## src/design/prvd_pkg.sv

```systemverilog
package prvd_pkg;

  localparam int unsigned ByteW   = 8;
  localparam int unsigned ValW    = 32;
  localparam int unsigned TagW    = 8;
  localparam int unsigned PayW    = 7;
  localparam int unsigned KindW   = 3;
  // five payload groups at most per varbyte number
  localparam int unsigned GrpW    = 3;
  localparam logic [GrpW-1:0] LastGroup = 3'd4;
  localparam int unsigned QDepth  = 2;
  localparam int unsigned QPtrW   = $clog2(QDepth);
  localparam int unsigned QCntW   = $clog2(QDepth + 1);

  typedef enum logic [KindW-1:0] {
    KindLen   = 3'd0,
    KindByte  = 3'd1,
    KindCount = 3'd2,
    KindPost  = 3'd3,
    KindOvf   = 3'd4,
    KindTrunc = 3'd5
  } kind_e;

  // classified item as held in the queue
  typedef struct packed {
    logic            is_end;
    logic            cont;
    logic [PayW-1:0] payload;
    logic [TagW-1:0] tag;
  } item_t;

  typedef struct packed {
    logic  valid;
    item_t item;
  } q_wr_t;

  typedef struct packed {
    logic  valid;
    item_t item;
  } q_rd_t;

endpackage

```

## src/design/prvd_if.sv

```systemverilog
interface prvd_in_if;
  logic       valid;
  logic       ready;
  logic [7:0] data_byte;
  logic       is_end;
  logic [7:0] source_index;

  modport source (output valid, data_byte, is_end, source_index, input ready);
  modport sink (input valid, data_byte, is_end, source_index, output ready);
endinterface

interface prvd_out_if;
  logic        valid;
  logic        ready;
  logic [2:0]  kind;
  logic [31:0] value;
  logic [31:0] doc_id;
  logic [7:0]  source_tag;
  logic        record_last;

  modport source (output valid, kind, value, doc_id, source_tag, record_last, input ready);
  modport sink (input valid, kind, value, doc_id, source_tag, record_last, output ready);
endinterface

```

## src/design/prvd_front.sv

```systemverilog
module prvd_front (
  prvd_in_if.sink        in_i,
  input  logic           q_ready_i,
  output prvd_pkg::q_wr_t q_wr_o
);
  import prvd_pkg::*;

  // split the raw byte into continuation flag and payload group
  assign in_i.ready           = q_ready_i;
  assign q_wr_o.valid         = in_i.valid;
  assign q_wr_o.item.is_end   = in_i.is_end;
  assign q_wr_o.item.cont     = in_i.data_byte[ByteW-1];
  assign q_wr_o.item.payload  = in_i.data_byte[PayW-1:0];
  assign q_wr_o.item.tag      = in_i.source_index;

endmodule

```

## src/design/prvd_queue.sv

```systemverilog
module prvd_queue (
  input  logic            clk_i,
  input  logic            rst_ni,
  input  prvd_pkg::q_wr_t wr_i,
  output logic            wr_ready_o,
  output prvd_pkg::q_rd_t rd_o,
  input  logic            rd_ready_i
);
  import prvd_pkg::*;

  item_t              mem_q [QDepth];
  logic [QPtrW-1:0]   wr_ptr_q, wr_ptr_d;
  logic [QPtrW-1:0]   rd_ptr_q, rd_ptr_d;
  logic [QCntW-1:0]   cnt_q, cnt_d;
  logic               do_wr, do_rd;

  assign wr_ready_o = (cnt_q != QCntW'(QDepth));
  assign do_wr      = wr_i.valid && wr_ready_o;
  assign do_rd      = rd_o.valid && rd_ready_i;
  assign rd_o.valid = (cnt_q != '0);
  assign rd_o.item  = mem_q[rd_ptr_q];

  always_comb begin
    wr_ptr_d = wr_ptr_q;
    rd_ptr_d = rd_ptr_q;
    cnt_d    = cnt_q;
    if (do_wr) begin
      wr_ptr_d = (wr_ptr_q == QPtrW'(QDepth - 1)) ? '0 : wr_ptr_q + 1'b1;
    end
    if (do_rd) begin
      rd_ptr_d = (rd_ptr_q == QPtrW'(QDepth - 1)) ? '0 : rd_ptr_q + 1'b1;
    end
    if (do_wr && !do_rd) begin
      cnt_d = cnt_q + 1'b1;
    end else if (do_rd && !do_wr) begin
      cnt_d = cnt_q - 1'b1;
    end
  end

  always_ff @(posedge clk_i or negedge rst_ni) begin
    if (!rst_ni) begin
      wr_ptr_q <= '0;
      rd_ptr_q <= '0;
      cnt_q    <= '0;
    end else begin
      wr_ptr_q <= wr_ptr_d;
      rd_ptr_q <= rd_ptr_d;
      cnt_q    <= cnt_d;
    end
  end

  always_ff @(posedge clk_i) begin
    if (do_wr) begin
      mem_q[wr_ptr_q] <= wr_i.item;
    end
  end

endmodule

```

## src/design/prvd_back.sv

```systemverilog
module prvd_back (
  input  logic            clk_i,
  input  logic            rst_ni,
  input  prvd_pkg::q_rd_t rd_i,
  output logic            rd_ready_o,
  prvd_out_if.source      out_o
);
  import prvd_pkg::*;

  typedef enum logic [2:0] {
    PhLen   = 3'd0,
    PhTerm  = 3'd1,
    PhCount = 3'd2,
    PhDelta = 3'd3,
    PhFreq  = 3'd4
  } phase_e;

  phase_e            phase_q, phase_d;
  logic [ValW-1:0]   acc_q, acc_d;
  logic [GrpW-1:0]   grp_q, grp_d;
  logic [ValW-1:0]   tbl_q, tbl_d;
  logic [ValW-1:0]   pl_q, pl_d;
  logic [ValW-1:0]   prev_q, prev_d;
  logic [ValW-1:0]   held_q, held_d;

  logic              ov_q, ov_d;
  kind_e             kind_q, kind_d;
  logic [ValW-1:0]   val_q, val_d;
  logic [ValW-1:0]   doc_q, doc_d;
  logic [TagW-1:0]   tag_q, tag_d;
  logic              last_q, last_d;

  logic              fire;
  logic [ValW-1:0]   shifted, num, doc_sum, tbl_dec, pl_dec;
  item_t             it;

  assign it         = rd_i.item;
  assign rd_ready_o = !ov_q || out_o.ready;
  assign fire       = rd_i.valid && rd_ready_o;

  // place the payload group; the fifth group keeps only bits 28..31
  always_comb begin
    case (grp_q)
      3'd0:    shifted = {25'd0, it.payload};
      3'd1:    shifted = {18'd0, it.payload, 7'd0};
      3'd2:    shifted = {11'd0, it.payload, 14'd0};
      3'd3:    shifted = {4'd0, it.payload, 21'd0};
      default: shifted = {it.payload[3:0], 28'd0};
    endcase
  end

  assign num     = acc_q | shifted;
  assign doc_sum = prev_q + held_q;
  assign tbl_dec = tbl_q - 1'b1;
  assign pl_dec  = pl_q - 1'b1;

  always_comb begin
    phase_d = phase_q;
    acc_d   = acc_q;
    grp_d   = grp_q;
    tbl_d   = tbl_q;
    pl_d    = pl_q;
    prev_d  = prev_q;
    held_d  = held_q;
    ov_d    = ov_q && !out_o.ready;
    kind_d  = kind_q;
    val_d   = val_q;
    doc_d   = doc_q;
    tag_d   = tag_q;
    last_d  = last_q;

    if (fire) begin
      tag_d  = it.tag;
      val_d  = '0;
      doc_d  = '0;
      last_d = 1'b0;
      if (it.is_end) begin
        // end between records is silent
        if (!(phase_q == PhLen && grp_q == '0 && acc_q == '0)) begin
          phase_d = PhLen;
          acc_d   = '0;
          grp_d   = '0;
          tbl_d   = '0;
          pl_d    = '0;
          prev_d  = '0;
          held_d  = '0;
          ov_d    = 1'b1;
          kind_d  = KindTrunc;
          last_d  = 1'b1;
        end
      end else if (phase_q == PhTerm) begin
        tbl_d = tbl_dec;
        if (tbl_dec == '0) begin
          phase_d = PhCount;
        end
        ov_d   = 1'b1;
        kind_d = KindByte;
        val_d  = {24'd0, it.cont, it.payload};
      end else if (it.cont) begin
        if (grp_q == LastGroup) begin
          // sixth byte would follow: overflow
          phase_d = PhLen;
          acc_d   = '0;
          grp_d   = '0;
          tbl_d   = '0;
          pl_d    = '0;
          prev_d  = '0;
          held_d  = '0;
          ov_d    = 1'b1;
          kind_d  = KindOvf;
          last_d  = 1'b1;
        end else begin
          acc_d = num;
          grp_d = grp_q + 1'b1;
        end
      end else begin
        acc_d = '0;
        grp_d = '0;
        case (phase_q)
          PhCount: begin
            pl_d    = num;
            prev_d  = '0;
            phase_d = (num == '0) ? PhLen : PhDelta;
            ov_d    = 1'b1;
            kind_d  = KindCount;
            val_d   = num;
            last_d  = (num == '0);
          end
          PhDelta: begin
            held_d  = num;
            phase_d = PhFreq;
          end
          PhFreq: begin
            held_d = '0;
            pl_d   = pl_dec;
            ov_d   = 1'b1;
            kind_d = KindPost;
            val_d  = num;
            doc_d  = doc_sum;
            if (pl_dec == '0) begin
              prev_d  = '0;
              phase_d = PhLen;
              last_d  = 1'b1;
            end else begin
              prev_d  = doc_sum;
              phase_d = PhDelta;
            end
          end
          default: begin
            // term length, also any unused phase code
            prev_d  = '0;
            tbl_d   = num;
            phase_d = (num == '0) ? PhCount : PhTerm;
            ov_d    = 1'b1;
            kind_d  = KindLen;
            val_d   = num;
          end
        endcase
      end
    end
  end

  always_ff @(posedge clk_i or negedge rst_ni) begin
    if (!rst_ni) begin
      phase_q <= PhLen;
      acc_q   <= '0;
      grp_q   <= '0;
      tbl_q   <= '0;
      pl_q    <= '0;
      prev_q  <= '0;
      held_q  <= '0;
      ov_q    <= 1'b0;
      kind_q  <= KindLen;
      val_q   <= '0;
      doc_q   <= '0;
      tag_q   <= '0;
      last_q  <= 1'b0;
    end else begin
      phase_q <= phase_d;
      acc_q   <= acc_d;
      grp_q   <= grp_d;
      tbl_q   <= tbl_d;
      pl_q    <= pl_d;
      prev_q  <= prev_d;
      held_q  <= held_d;
      ov_q    <= ov_d;
      kind_q  <= kind_d;
      val_q   <= val_d;
      doc_q   <= doc_d;
      tag_q   <= tag_d;
      last_q  <= last_d;
    end
  end

  assign out_o.valid       = ov_q;
  assign out_o.kind        = kind_q;
  assign out_o.value       = val_q;
  assign out_o.doc_id      = doc_q;
  assign out_o.source_tag  = tag_q;
  assign out_o.record_last = last_q;

endmodule

```

## src/design/posting_record_varbyte_decoder_core.sv

```systemverilog
// Decodes a byte stream of posting records (term length, term bytes, posting
// count, then delta/frequency pairs, all little-endian varbyte numbers) into
// one result per completed field: length, each term byte, count, and each
// posting with its absolute document id. record_last marks the final result of
// a record and every error; a fifth byte with its continuation bit set gives
// an overflow error and an end item inside a record a truncation error, both
// restarting the parser. Throughput is one input item per clock while the output
// accepts results; the back end updates accumulator, phase and doc-id add once
// per item. An accepted item is written into the queue, then decoded into the
// output register when the output is free; a two-entry queue between front and
// back absorbs output stalls so the input still takes items while a result waits.
module posting_record_varbyte_decoder_core (
  input  logic       clk_i,
  input  logic       rst_ni,
  prvd_in_if.sink    in_i,
  prvd_out_if.source out_o
);
  import prvd_pkg::*;

  // front to queue
  q_wr_t q_wr;
  logic  q_wr_ready;
  // queue to back
  q_rd_t q_rd;
  logic  q_rd_ready;

  // front: takes items and splits each byte into flag and payload
  prvd_front u_front (
    .in_i      (in_i),
    .q_ready_i (q_wr_ready),
    .q_wr_o    (q_wr)
  );

  // short queue decoupling input acceptance from output stalls
  prvd_queue u_queue (
    .clk_i      (clk_i),
    .rst_ni     (rst_ni),
    .wr_i       (q_wr),
    .wr_ready_o (q_wr_ready),
    .rd_o       (q_rd),
    .rd_ready_i (q_rd_ready)
  );

  // back: record parser and registered result
  prvd_back u_back (
    .clk_i      (clk_i),
    .rst_ni     (rst_ni),
    .rd_i       (q_rd),
    .rd_ready_o (q_rd_ready),
    .out_o      (out_o)
  );

endmodule

```

## src/flat_wrapper.sv

```systemverilog
// flat-port wrapper written by rule: the top's interface ports become plain ports
module posting_record_varbyte_decoder_core_flat import prvd_pkg::*;
  (clk_i, rst_ni, in_i_valid, in_i_data_byte, in_i_is_end, in_i_source_index, in_i_ready, out_o_valid, out_o_kind, out_o_value, out_o_doc_id, out_o_source_tag, out_o_record_last, out_o_ready);
  prvd_in_if in_i_i ();
  prvd_out_if out_o_i ();
  input  logic clk_i;
  input  logic rst_ni;
  input wire logic [$bits(in_i_i.valid)-1:0] in_i_valid;
  input wire logic [$bits(in_i_i.data_byte)-1:0] in_i_data_byte;
  input wire logic [$bits(in_i_i.is_end)-1:0] in_i_is_end;
  input wire logic [$bits(in_i_i.source_index)-1:0] in_i_source_index;
  output wire logic [$bits(in_i_i.ready)-1:0] in_i_ready;
  output wire logic [$bits(out_o_i.valid)-1:0] out_o_valid;
  output wire logic [$bits(out_o_i.kind)-1:0] out_o_kind;
  output wire logic [$bits(out_o_i.value)-1:0] out_o_value;
  output wire logic [$bits(out_o_i.doc_id)-1:0] out_o_doc_id;
  output wire logic [$bits(out_o_i.source_tag)-1:0] out_o_source_tag;
  output wire logic [$bits(out_o_i.record_last)-1:0] out_o_record_last;
  input wire logic [$bits(out_o_i.ready)-1:0] out_o_ready;
  assign in_i_i.valid = in_i_valid;
  assign in_i_i.data_byte = in_i_data_byte;
  assign in_i_i.is_end = in_i_is_end;
  assign in_i_i.source_index = in_i_source_index;
  assign in_i_ready = in_i_i.ready;
  assign out_o_valid = out_o_i.valid;
  assign out_o_kind = out_o_i.kind;
  assign out_o_value = out_o_i.value;
  assign out_o_doc_id = out_o_i.doc_id;
  assign out_o_source_tag = out_o_i.source_tag;
  assign out_o_record_last = out_o_i.record_last;
  assign out_o_i.ready = out_o_ready;
  posting_record_varbyte_decoder_core u_core (.clk_i(clk_i), .rst_ni(rst_ni), .in_i(in_i_i), .out_o(out_o_i));
endmodule
```

## config.mk

```make
export PLATFORM = sky130hd
export DESIGN_NAME = posting_record_varbyte_decoder_core_flat
export DESIGN_NICKNAME = d
export VERILOG_FILES = /design/src/design/prvd_pkg.sv /design/src/design/prvd_if.sv /design/src/design/prvd_front.sv /design/src/design/prvd_queue.sv /design/src/design/prvd_back.sv /design/src/design/posting_record_varbyte_decoder_core.sv /design/src/flat_wrapper.sv
export SDC_FILE = /design/constraint.sdc
export NUM_CORES = 1
export LEC_CHECK = 0
export ABC_AREA = 0
export BUFFER_PORTS_ARGS = -buffer_cell sky130_fd_sc_hd__buf_2
export CAP_MARGIN = 10
export CORE_ASPECT_RATIO = 0.6
export CORE_MARGIN = 2
export CORE_UTILIZATION = 38
export CTS_CLUSTER_SIZE = 28
export DETAILED_ROUTE_END_ITERATION = 10
export HOLD_SLACK_MARGIN = 0.08
export PLACE_DENSITY_LB_ADDON = 0.12
export SLEW_MARGIN = 20
export SYNTH_ARGS = -nofsm -noshare
export SYNTH_HDL_FRONTEND = slang
export SYNTH_SLANG_ARGS = --single-unit
export TNS_END_PERCENT = 1
```

## constraint.sdc

```tcl
create_clock -name clk_i -period 3.8 [get_ports clk_i]
set_input_delay 0.38 -clock clk_i [delete_from_list [all_inputs] [get_ports clk_i]]
set_output_delay 0.38 -clock clk_i [all_outputs]
set_load 0.05 [all_outputs]
```

# == After elaboration in Yosys (flattened, before gate mapping) ==
# Memory sizes are Yosys's and may differ from the RTL's.
# Cells that the tools add are included.
# word_totals
register_bits,247
mem_bits_rw,34
inputBits,21
out_inout_bits,78
elab_cells,145
memories,1
# op_classes
add_sub_neg,8
eq_ne,17
mux,72
bitwise,1
n_reduce_logical,30
# mem_list
memory,depth,word_bits,rd,rd_ports_with_merged_regs,write_ports,line,text
u_core.u_queue.mem_q,2,17,1,0,1,prvd_queue.sv:11,item_t mem_q [QDepth];
# ops
op,n
$mux 32,28
$pmux 32 s2,3
$logic_not 32->1,4
$pmux 32 s4,1
$sub 32x1->32 const B,2
$mux 3,15
$add 32x32->32,1
$or 32x32->32,1
$pmux 3 s3,2
$mux 1,17
$reduce_and 5->1,3
$eq 3x2->1 const B,4
$reduce_and 4->1,3
$mux 2,5
$ne 4x1->1 const B,2
$reduce_bool 4->1,2
$logic_and 1x1->1,7
$eq 3x1->1 const B,2
$eq 3x3->1 const B,2
$logic_not 3->1,2
$ne 2x2->1 const B,3
$logic_not 1->1,4
$ne 4x4->1 const B,1
$reduce_bool 2->1,2
11 further kinds,12

# == Depth between registers and ports, before layout ==
# Gate-level depths: netlist of run 1.
# logic_depth
word_depth,9
ltp_mapped,14
mapped_depth_nobuf,11

# == Modules after synthesis ==
# A second synthesis of run 1 with hierarchy kept.
# hier_totals
cells_unflattened,1556
area_unflattened_um2,14889.3
# by_module_without_submodules
module,n_inst,cells_each,area_each_um2,seq_area_each_um2
prvd_back,1,1466,13272.7,6080.8
prvd_queue,1,71,1473.9,1121.1
prvd_front,1,19,142.6,0.0

# == Worst setup path before layout of run 1 ==
# Ideal clock, no wire load.
# synth_path
kind,reg2reg
start,reg u_core.u_back.pl_q[3]
end,reg u_core.u_back.phase_q[0]
setup_ns,0.138
arrival_ns,2.858
path_slack_ns,0.804
path_stages_with_launch,10
period_less_slack_ns,2.996
cell_sequence,dfrtp_1 > buf_6 > or4_4 > buf_6 > or4_4 > a2111oi_4 > o2111ai_2 > or3_2 > o2111ai_1 > o21ai_0
# synth_via
elab_chain_cells,7
# synth_rtl
element,line,text
"start, declared",prvd_back.sv:22,"logic [ValW-1:0] pl_q, pl_d;"
"start signal, assigned",prvd_back.sv:183,pl_q <= pl_d;
$sub 32x1->32,prvd_back.sv:55,assign pl_dec = pl_q - 1'b1;
$logic_not 32->1,prvd_back.sv:140,if (pl_dec == '0) begin
$mux 2,prvd_back.sv:140,
$pmux 3 s3,prvd_back.sv:119,case (phase_q)
$mux 3,prvd_back.sv:99,end else if (it.cont) begin
$mux 3,prvd_back.sv:91,end else if (phase_q == PhTerm) begin
$mux 3,prvd_back.sv:77,if (it.is_end) begin
"end signal, assigned",prvd_back.sv:165,phase_q <= PhLen;
"end signal, assigned",prvd_back.sv:179,phase_q <= phase_d;
"end, declared",prvd_back.sv:18,"phase_e phase_q, phase_d;"
# Every way passes these cells.
# A chain may end at the register's enable or synchronous reset.

# == Worst setup path after layout of run 1 ==
# layout_path
start,reg u_core.u_back.pl_q[0]
end,reg u_core.u_back.prev_q[8]
# layout_via
elab_chain_cells,7
# layout_rtl
element,line,text
$sub 32x1->32,prvd_back.sv:55,
$logic_not 32->1,prvd_back.sv:140,
$mux 32,prvd_back.sv:140,
$pmux 32 s2,prvd_back.sv:119,
$mux 32,prvd_back.sv:99,
$mux 32,prvd_back.sv:91,
$mux 32,prvd_back.sv:77,
"end signal, assigned",prvd_back.sv:184,prev_q <= prev_d;
"end, declared",prvd_back.sv:23,"logic [ValW-1:0] prev_q, prev_d;"
# Every way passes these cells. The select of a mux whose other input is x is not followed.

==> results_dict.tcl, run 1 <==
set metrics [dict create \
    status "finished clean" \
    grtUsageMet1_pct 39.0 \
    initial_utilization_pct 38.3 \
    crit_type "reg2reg" \
    period_minus_slack_ps 3530 \
    yosysSeqAreaShare_pct 48.5 \
    place_ws_ps 290 \
    dieArea_um2 40700 \
    rows 56 \
    cp_data_arrival_time_ps 3980 \
    cts-resized-gates 0 \
    synth-main-ff-cell "dfrtp_1" \
    syn_inst 1587 \
    path_delay_family "compound AO/OA/AOI/OAI gates" \
    cts.sinks 281 \
    total_leakage_power_nw 7.90 \
    setup_slack_ps 271 \
    design.core.area_um2 38800 \
    gp_congestion 0.945 \
    maxCapViolations 0 \
    grt.total_usage_pct 24.7 \
    syn_area_per_cell_um2 9.36 \
    hp-class "in2reg" \
    regToRegSetupSlack_ps 270 \
    cts_buffers 29 \
    synth_nets 1650 \
    setup_tns_ps 0 \
    antenna_found_initial 0 \
    tightestPinTransition_ps 958 \
    port_buffers 98 \
    critical-path-max-stage-delay_ps 600 \
    fin_hold_ws_ps 106 \
    clk_pin_slew_worst_paths_ps 60 \
    crit_chain "inv_1, ha_1, or4b_2, nor4_1, a21boi_0, a2111oi_4, o2111ai_2, o21ai_4, nor2_4, buf_12, a22o_2" \
    drtPass1Iterations 5 \
    grt_pass1_vias 12400 \
    netlist_area_um2 14800 \
    multi_input_area_um2 7170 \
    wire_per_inst_um 22.4 \
    slew_viol_final 0 \
    hold_depth 3 \
    ys_ff_latch 281 \
    antenna_left 0 \
    fill_cells 3815 \
    grt_max_degree 102 \
    drc 0 \
    yosys.area.top_type "dfrtp_1" \
    overflow 0 \
    synth-edff-count 34 \
    critPathSlowestCell "or4b_2" \
    antenna_cells 0 \
    vias 13200 \
    io_pins 99 \
    max-vdd-ir-drop_v 0.000436 \
    grt_setup_unrepaired "no" \
    yosysUniqueCellTypes 75 \
    utilization_pct 44.7 \
    hold_viol 0 \
    slew_headroom_pct 35.5 \
    crit_buf_inv 2 \
    met3_usage_pct 4.52 \
    area_growth_pct 17.0 \
    worstPathMaxFanout 10 \
    finalWirelength_um 50600 \
    use_met2_pct 34.5 \
    setup_viol 0 \
    postCtsSetupRepairBufs 0 \
    async_flop_share_pct 87.9 \
    min_from "out_o_ready" \
    clk-insertion-delay-late_ps 580 \
    cp-end-kind "flop" \
    cts-root-buf "clkbuf_16" \
    synth_area_leaders "dfrtp_1, edfxtp_1, o21ai_0" \
    cp-start-kind "flop" \
    finClkSkew_ps 16.0 \
    register_area_um2 7200 \
    holdPathEnd "u_core.u_back.out_o.valid" \
    via_per_inst 5.83 \
    die-width_um 259 \
    grt_pass1_wl_um 76800 \
    die_h_um 157 \
    max_freq_mhz 283 \
    cts_tree "yes" \
    busiest_layer "met1" \
    finalNetCount 1779 \
    drive_gt1_share_pct 14.7 \
    yosysWarnings 0 \
    worstPathRequired_ps 4250 \
    htreeDepth 1 \
    hpwl_um 35000 \
    finalCritPeriodShare_pct 92.9 \
    cts.path.max_buffers 3 \
    reg2reg_to "u_core.u_back.prev_q[8]" \
    drt_iter0_markers 1367 \
    r2r_cells 11 \
    timing.rr.start "u_core.u_back.pl_q[0]" \
    power.density_nw_per_um2 832 \
    yosys.area.top_type_share_pct 41.6 \
]
==> cells in the mapped netlist, types with 4 or more instances <==
cell type	number
nand2_1	196
a22o_1	53
a31oi_1	29
a21oi_1	111
nor2b_1	12
a22o_2	5
o31ai_1	40
and4_1	4
o22ai_1	16
nor2_1	133
a211oi_1	4
clkbuf_1	84
ha_1	41
mux2i_1	11
dfrtp_1	247
or3_1	10
o21ai_0	192
a32o_1	15
xor2_1	17
mux2_2	11
inv_1	27
and2_1	5
or4_1	7
and3_1	10
nand4_1	18
nand4b_1	4
nor3_1	36
nand3_1	36
nor4_1	32
o32ai_1	4
nand2b_1	15
a21o_1	18
o32a_1	6
xnor2_1	34
edfxtp_1	34
buf_6	4
==> stage by stage <==
stage	std cells	power [mW]	instance area, um2
final	2261	14.4	17400
after global routing	2261	15.3	17400
after floorplan	1587	8.77	14800
after global placement	2189	11.5	16300
after detailed placement	2189	11.5	16300
after CTS	2261	14.4	17400
==> logic make-up (layout without fill, tap and decap cells) <==
| family | count (synthesis) | in the layout | share of synthesized area, % |
|---|---|---|---|
| flops | 281 | 281 | 48.5 |
| buf+inv | 121 | 273 | 3.29 |
| simple gates | 540 | 540 | 17.3 |
| fa+ha+maj | 42 | 42 | 3.59 |
| mux | 22 | 22 | 1.58 |
| compound gates | 530 | 530 | 22.8 |
| xor+xnor | 51 | 51 | 3.01 |
==> power breakdown <==
part	total, mW	internal [mW]	switching (mW)
registers	4.11	3.60	0.506
logic	7.52	2.29	5.23
clock network	2.82	1.58	1.23
==> routing by layer <==
metal / up-vias / wire (um)
met5: - / 0
met4: 0 / 1200
met3: 73 / 3830
met2: 505 / 20300
met1: 6489 / 25300
li1: 6116 / -
==> area by class of cell <==
cell class,count,area share (%)
flip-flops and latches,281,41.5
clock inverters,14,0.576
well taps,522,3.76
inverters,28,0.612
clock buffers,40,4.76
multi-input cells,1185,41.3
repair buffers,191,7.52
==> repair_timing <==
action / 4_1_cts / 5_1_grt
hold buffers: 18 / 0
hold endpoints to repair: 132 / 0
setup endpoints to repair: 0 / 0
==> how the worst max path moves through the flow <==
stage                     startpoint                  endpoint  slack [ps]  depth (start not counted)
2_1_floorplan  u_core.u_back.pl_q[3]  u_core.u_back.phase_q[0]         800                          9
3_3_place_gp   u_core.u_back.pl_q[0]  u_core.u_back.prev_q[14]         430                         11
3_5_place_dp   u_core.u_back.pl_q[0]   u_core.u_back.prev_q[8]         290                         11
4_1_cts        u_core.u_back.pl_q[0]   u_core.u_back.prev_q[8]         280                         11
5_1_grt        u_core.u_back.pl_q[0]   u_core.u_back.prev_q[8]           1                         11
6_report       u_core.u_back.pl_q[0]   u_core.u_back.prev_q[8]         270                         11
==> worst reg2reg max path, stage by stage, from the launching register on <==
cell       delay (ps)
dfrtp_1           420
inv_1              70
ha_1              260
or4b_2            600
nor4_1            320
a21boi_0          280
a2111oi_4         380
o2111ai_2         220
o21ai_4           330
nor2_4            120
buf_12            180
a22o_2            230
==> layout by cell type, fill, tap and decap left out, types with 32 or more instances in the layout <==
master and count:
o31ai_1 40, nor2_1 133, edfxtp_1 34, o21ai_0 192, nand2_1 196, dfrtp_1 247
nand3_1 36, a21oi_1 111, a22o_1 53, xnor2_1 34, nor4_1 32, buf_2 97
ha_1 41, nor3_1 36, buf_4 70
==> registers in the layout (all words and copies together) (netlist names) <==
| name | cells |
|---|---|
| u_core.u_back.acc_q | 32 |
| u_core.u_back.grp_q | 3 |
| u_core.u_back.held_q | 32 |
| u_core.u_back.out_o.doc_id | 32 |
| u_core.u_back.out_o.kind | 3 |
| u_core.u_back.out_o.record_last | 1 |
| u_core.u_back.out_o.source_tag | 8 |
| u_core.u_back.out_o.valid | 1 |
| u_core.u_back.out_o.value | 32 |
| u_core.u_back.phase_q | 3 |
| u_core.u_back.pl_q | 32 |
| u_core.u_back.prev_q | 32 |
| u_core.u_back.tbl_q | 32 |
| u_core.u_queue.cnt_q | 2 |
| u_core.u_queue.mem_q | 34 |
| u_core.u_queue.rd_ptr_q | 1 |
| u_core.u_queue.wr_ptr_q | 1 |
No activity file was read; power rests on OpenSTA's default activity.
==> run 2: changes to the inputs <==
--- a/config.mk
+++ b/config.mk
@@ -10,7 +10,8 @@
 export CAP_MARGIN = 10
 export CORE_ASPECT_RATIO = 0.6
 export CORE_MARGIN = 2
-export CORE_UTILIZATION = 38
+export CORE_UTILIZATION = 55
+export CTS_BUF_LIST = sky130_fd_sc_hd__clkbuf_4 sky130_fd_sc_hd__clkbuf_8
 export CTS_CLUSTER_SIZE = 28
 export DETAILED_ROUTE_END_ITERATION = 10
 export HOLD_SLACK_MARGIN = 0.08
==> results_dict.tcl, run 2 (synthesized netlist as in run 1, its figures left out) <==
set metrics [dict create \
    final_area_um2 17200 \
    crit_type "reg2reg" \
    rows 46 \
    overflow 0 \
    status "finished clean" \
    gp_congestion 0.999 \
    grt_pass1_wl_um 74400 \
    postPlaceCellArea_um2 16100 \
    antenna_cells 0 \
    timing.rr.start "u_core.u_back.tbl_q[10]" \
    worstPathRequired_ps 4300 \
    cp_common_cell "nor4_1" \
    clk_pin_slew_worst_paths_ps 60 \
    drtPass1Iterations 7 \
    antenna_found_initial 1 \
    initial_utilization_pct 56.1 \
    antenna_left 0 \
    clk-insertion-delay-late_ps 610 \
    cp-end-kind "flop" \
    maxCapViolations 0 \
    cts-root-buf "clkbuf_8" \
    final_cell_mix "dfrtp_1, nand2_1, o21ai_0" \
    placed_cells 2027 \
    total_leakage_power_nw 7.94 \
    slew_viol_final 0 \
    regToRegSetupSlack_ps 220 \
    cts_tree "yes" \
    finClkSkew_ps 24.2 \
    total_power_mw 14.4 \
    die-width_um 216 \
    htreeDepth 2 \
    finalWirelength_um 48400 \
    largest_register_ffs 34 \
    critPathSlowestCell "nor4_1" \
    largest-register "u_core.u_queue.mem_q" \
    reg2reg_to "u_core.u_back.phase_q[2]" \
    drt_iter0_markers 1976 \
    worstPathMaxFanout 8 \
    design.core.area_um2 26500 \
    slew_headroom_pct 35.6 \
    io_pins 99 \
    grt_pass1_vias 12700 \
    dieArea_um2 28400 \
    hp-class "in2async" \
    postCtsSetupRepairBufs 0 \
    grt_setup_unrepaired "no" \
    drive_gt1_share_pct 16.3 \
    die_h_um 131 \
    hold_viol 0 \
    fill_cells 2179 \
    max_freq_mhz 279 \
    r2r_cells 8 \
    via_per_inst 6.47 \
    final_cells 2123 \
    finalCritPeriodShare_pct 94.2 \
    period_minus_slack_ps 3580 \
    critical-path-max-stage-delay_ps 640 \
    cts.sinks 281 \
    max-vdd-ir-drop_v 0.000558 \
    mostFrequentLayoutCell "dfrtp_1" \
    crit_start "u_core.u_back.tbl_q[10]" \
    drc 0 \
    grt.total_usage_pct 33.7 \
    area_growth_pct 15.7 \
    cp-start-kind "flop" \
    power.density_nw_per_um2 838 \
    vias 13700 \
    crit_chain "or4_1, or3_1, nor4_1, xnor2_1, nand2_1, nor4_1, a31oi_1, o31ai_1" \
    tightestPinTransition_ps 966 \
    port_buffers 98 \
    finalNetCount 1795 \
    wire_per_inst_um 22.8 \
    setup_viol 0 \
    hpwl_um 33200 \
    setup_tns_ps 0 \
    grt_max_degree 109 \
    cp_data_arrival_time_ps 4080 \
    cts.path.max_buffers 3 \
    cts_buffers 43 \
]
-- run 2: changes by cell type in the layout (fill, tap and decap cells not counted), moves of 2 or more --
cell and change:
clkinv_2 +2, clkbuf_1 -5, clkinv_1 -3, dlygate4sd3_1 +2, clkinvlp_4 -2, clkbuf_4 +10, clkbuf_16 -29, clkbuf_8 +45
-- run 2: how the worst max path moves through the flow --
stage	endpoint	depth (start not counted)
global placement	u_core.u_back.prev_q[4]	11
global route	u_core.u_back.phase_q[2]	8
detailed placement	u_core.u_back.prev_q[8]	11
CTS	u_core.u_back.prev_q[8]	11
finish	u_core.u_back.phase_q[2]	8
floorplan	u_core.u_back.phase_q[0]	9
-- run 2: area by class of cell --
class | instances | area (um2) | share of cell area, %
Clock buffer | 61 | 777 | 4.52
Clock inverter | 15 | 139 | 0.809
Inverter | 28 | 105 | 0.612
Multi-Input combinational cell | 1185 | 7180 | 41.8
Sequential cell | 281 | 7200 | 41.9
Tap cell | 360 | 450 | 2.62
Timing Repair Buffer | 193 | 1330 | 7.72
-- run 2: through the flow --
| step | hold slack, ps | util [%] | setup WS [ps] |
|---|---|---|---|
| final | 430 | 64.9 | 220 |
| after global routing | 495 | 64.9 | 87.7 |
| after CTS | 462 | 64.9 | 370 |
| after detailed placement | 467 | 60.7 | 382 |
| after global placement | 455 | 60.6 | 462 |
| after floorplan | 84.4 | - | 804 |
-- run 2: routing by layer --
layer / global-route usage (%) / routed length [um]
met1: 53.2 / 21900
met2: 43.2 / 19100
met3: 9.68 / 5830
met4: 11.8 / 1550
met5: 1.58 / 57
-- run 2: report_power, final --
group | total [mW] | internal [mW] | switching [mW] | leakage (nW)
Clock | 2.76 | 1.47 | 1.30 | 0.495
Sequential | 4.12 | 3.60 | 0.512 | 3.70
Combinational | 7.51 | 2.30 | 5.21 | 3.75
Total | 14.4 | 7.38 | 7.01 | 7.94
-- run 2: repair_timing --
item / CTS / global route
hold buffers: 20 / 0
resized for setup: 0 / 0
hold endpoints to repair: 141 / 0
-- run 2: worst max-delay path: cells and delay by family, from the launching register on --
kind	cells	cell delay [ps]
AOI/OAI and AO/OA	2	620
xor gates and xnor gates	1	180
and+or+nand+nor	5	2220
DFF	1	460
